<file path="src/hw/rtl/fbba_ram.sv">
// Generic single-port-write, single-port-read RAM with registered read data.
module fbba_ram #(
  parameter int WIDTH = 64,
  parameter int DEPTH = 64
) (
  input  logic                             clk,
  input  logic                             we,
  input  logic [$clog2(DEPTH > 1 ? DEPTH : 2)-1:0] waddr,
  input  logic [WIDTH-1:0]                 wdata,
  input  logic [$clog2(DEPTH > 1 ? DEPTH : 2)-1:0] raddr,
  output logic [WIDTH-1:0]                 rdata
);

  logic [WIDTH-1:0] mem [DEPTH];

  always_ff @(posedge clk) begin
    if (we) begin
      mem[waddr] <= wdata;
    end
    rdata <= mem[raddr];
  end

endmodule

</file>
<file path="config.mk">
export PLATFORM = sky130hd
export DESIGN_NAME = fbba_ram
export DESIGN_NICKNAME = d
export VERILOG_FILES = /design/src/hw/rtl/fbba_ram.sv
export SDC_FILE = /design/constraint.sdc
export NUM_CORES = 2
export LEC_CHECK = 0
export BUFFER_PORTS_ARGS = -buffer_cell sky130_fd_sc_hd__buf_4
export CAP_MARGIN = 20
export CORE_ASPECT_RATIO = 0.8
export CORE_MARGIN = 10
export CORE_UTILIZATION = 35
export CTS_CLUSTER_SIZE = 16
export DETAILED_ROUTE_END_ITERATION = 10
export HOLD_SLACK_MARGIN = 0.12
export PLACE_DENSITY_LB_ADDON = 0.15
export SLEW_MARGIN = 20
export SYNTH_ARGS = -nofsm -noshare
export SYNTH_HDL_FRONTEND = slang
export SYNTH_SLANG_ARGS = --single-unit
</file>
<file path="constraint.sdc">
create_clock -name clk -period 5.5 [get_ports clk]
set_input_delay 0 -clock clk [delete_from_list [all_inputs] [get_ports clk]]
set_output_delay 0 -clock clk [all_outputs]
set_load 0.03 [all_outputs]
</file>
## After elaboration in Yosys (flattened, before gate mapping)

Memories as Yosys holds them, arrays and structs flattened. A register that Yosys moved wholly into a read port is not among the register bits.
Cells that the tools add are included.

- Flip-flop bits (word level): 0
- RAM bits: 4,096
- Input bits: 78
- Output and inout port bits: 64
- Logic and storage cells: 3
- Memories: 1

Memory list:

| memory | depth | bits a word | read ports | clocked after Yosys merged registers in | wr ports | RTL line | text |
|---|---|---|---|---|---|---|---|
| mem | 64 | 64 | 1 | 1 | 1 | 14 | `logic [WIDTH-1:0] mem [DEPTH];` |

- Muxes and demuxes: 2

Operators with widths:

| operator | count |
|---|---|
| $mux W1 | 2 |

## Logic depth before layout (Yosys ltp)

- Depth after elaboration: 2
- Mapped depth: 9
- Mapped depth without buffers: 5

## Worst setup path before layout

Ideal clock, no wire load.

- Kind: in2reg
- Start point: input port waddr[3] (netlist name)
- End point: memory mem[48][0], enable pin
- Library setup time: 0.564 ns
- Arrival: 4.872 ns
- Slack: 0.064 ns
- Stages on the path: 4
- Path buffers: 1
- Path through: clkbuf_1 > nor2b_1 > nand4b_1 > nor3_1

RTL lines:

| element | RTL line | text |
|---|---|---|
| start: declaration | 8 | `input logic [$clog2(DEPTH > 1 ? DEPTH : 2)-1:0] waddr,` |
| end: declaration | 14 |  |

Straight into the memory's write port.

==> results.txt <==
Status: finished clean
Detailed-route via count: 75.4k
RSZ-0062 raised after global routing: no
Static leakage: 56.2 nW
Placeable Area: 445000 um^2
Reg area: 124000 um^2
Max capacitance violation total: 0
Vias in the first global route: 77.0k
CP Capture Type: flip-flop
CTS clk-pin slew, worst paths: 60 ps
DRC: 0
Critical path cell sequence: dlygate4sd3_1 -> buf_8 -> buf_12 -> buf_4 -> mux4_2 -> a22oi_1 -> nand3_1 -> and3_1 -> dlygate4sd3_1
Pin count of the biggest net entering global routing: 123
Final hold viol count: 0
Final Net Count: 7267
Final worst-path cycle share: 56.4%
Proportion of layout cells with a drive suffix above 1: 28.3%
Worst path slowest cell: buf_4
Clk_lat worst skew: 990 ps
Filler cell count: 38.9k
Relative slew slack: 20.8%
Arrival @ worst endpoint: 3990 ps
Vias per std cell: 5.57
Post-CTS sizing: 0
Pre-CTS setup slack: 2060 ps
Starting density of the core: 35.1%
Dpl hpwl: 261000 um
Buf/Inv on CP: 5
Synth unique cells: 33
Slew @ Worst Pin: 1190 ps
First-pass GRT wire length: 660000 um
Setup TNS: 0 ps
Multi-input combinational cell area: 30800 um^2
Final Worst Setup Slack: 2400 ps
Port buffer count: 141
CTS H-tree lvls: 5
Final Skew: 40.4 ps
Setup CP Type: in2reg
Num ports: 142
GRT Total Usage: 19.9%
Die area: 474000 um^2
Crit path time final: 3100 ps
Routed len/inst: 35.7 um
Number of max-slew violations in the final report: 0
Worst vdd ir: 0.273 mV
Total global routing overflow: 0
Ys async rst share: 0%
Post-CTS setup buffer count: 0
Top FF cell, synth: edfxtp_1
Hold Path Class: in2reg
Fmax: 0.322 GHz
Row count: 219
Power per cell area: 370 nW/um^2
Worst Path Max Fanout: 46
CTS sink cnt: 4160
Maximum clock path buffer count: 4
Root buf cell: clkbuf_16
Hold-fix buffers, CTS: 152
DRT iter0 DRCs: 9108
WP data required: 6390 ps
CP Launch Type: input port
TritonCTS clock tree: built
Post-layout utilization of the core: 40.9%
Most frequent cell on the critical path: dlygate4sd3_1
Sequential-to-total area share from yosys stat: 79.5%
# setup viols final: 0
Routability cong.: 0.736
Syn nets: 6676
Final WL: 483000 um
Synthesized flop and latch total: 4160
Die height: 618 um
Die X: 767 um
Synth warn: 0
Syn-to-layout area delta: 16.4%
Synth Cell Area: 156000 um^2
Synth Instances: 6598
TritonRoute pass-1 iters: 5
Family with the most delay on the worst path: buffers and inverters
CTS buffer count: 427
Post-detailed-route count of antenna-violating nets: 0
Max incr delay on CP: 700 ps
EDFF count, synth: 4096
Post-Synthesis Mean Instance Area: 23.7 um^2
Antenna violations before repair: 59
==> placed cells by master, fill, tap and decap left out, types with 5 or more instances in the layout <==
master,Yosys,final
buf_12,0,81
nor2_1,112,47
clkbuf_1,140,111
a31oi_1,18,17
clkinv_16,0,6
a41oi_1,26,26
clkinv_8,0,5
dfxtp_1,64,64
nand3_1,45,45
nand2_1,58,54
clkbuf_16,0,432
clkbuf_8,0,18
clkinv_1,0,90
buf_4,34,308
a22o_1,88,88
a211oi_1,63,62
nor2_4,0,65
edfxtp_1,4096,4096
nor2b_1,28,24
bufinv_16,0,32
clkinv_2,0,81
clkinvlp_4,0,9
diode_2,0,10
or2_2,28,28
a22oi_1,168,168
mux4_2,1024,1024
dlygate4sd3_1,0,126
and3_1,64,64
inv_6,0,9
mux2i_1,135,135
a2bb2oi_1,19,19
o221ai_1,38,38
buf_16,0,14
o22ai_1,83,83
or3_1,29,29
nand2b_1,11,9
inv_1,19,19
==> cell usage after synthesis (all sizes together) (29+ instances only) <==
cell type	number	area [um^2]
a22oi	168	1260
mux2i	135	1350
a22o	88	771
edfxtp	4096	123000
o22ai	83	519
dfxtp	64	1280
mux4	1024	23100
nand3	45	225
clkbuf	140	526
nand2	58	218
and3	64	400
buf	230	1250
or3	29	181
nor2	112	420
o221ai	38	333
a211oi	63	473
==> metal layers <==
metal	track usage [%]	part of all wire [%]	routed length (um)	vias up
met5	0	0.0054	26	-
li1	-	-	-	29777
met3	3.21	6.6	31700	571
met4	4.28	2.2	10600	4
met1	29.2	45	216000	42250
met2	31.4	47	225000	2793
==> final timing paths <==
path	endpoint	slack (ps)	cells past startpoint	from
min	mem[29][29]	150	2	wdata[29]
max reg2reg	rdata[43]	3140	4	mem[38][43]
max	rdata[16]	2400	9	raddr[1]
min reg2reg	rdata[32]	840	4	mem[37][32]
==> registers in the layout (all words and copies together), names as in the netlist <==
name,count
rdata,64
mem,4096
==> kinds of logic (layout without fill, tap and decap cells) <==
logic type,count (synthesis),in the layout,synth area share [%]
other cells,0,10,0
buf+inv,389,1348,1.18
compound gates,504,504,2.48
simple gates,386,386,1.24
mux,1159,1159,15.6
flops,4160,4160,79.5
==> report_power, final <==
part	total (mW)	internal, mW	switching, mW
clock network	28.5	16.2	12.3
logic	3.42	1.26	2.17
registers	35.3	35.1	0.182
==> through the flow <==
step | instance area (um^2) | total power [mW] | hold slack, ps | cells
floorplan | 156000 | 37.6 | 98.9 | 6598
global placement | 166000 | 39.3 | 437 | 12575
detailed placement | 166000 | 39.3 | 439 | 12575
CTS | 182000 | 67.9 | 124 | 13524
global route | 182000 | 69.3 | 163 | 13527
finish | 182000 | 67.2 | 150 | 13534
==> cell type report <==
type,count,area share [%]
multi-input combinational,2049,16.9
clock buffer,561,6.31
tap,5967,4.10
timing repair buffer,532,3.09
inverter,19,0.0392
antenna,10,0.0138
sequential,4160,68.3
clock inverter,236,1.21
Power figures use the tool's default switching activity.
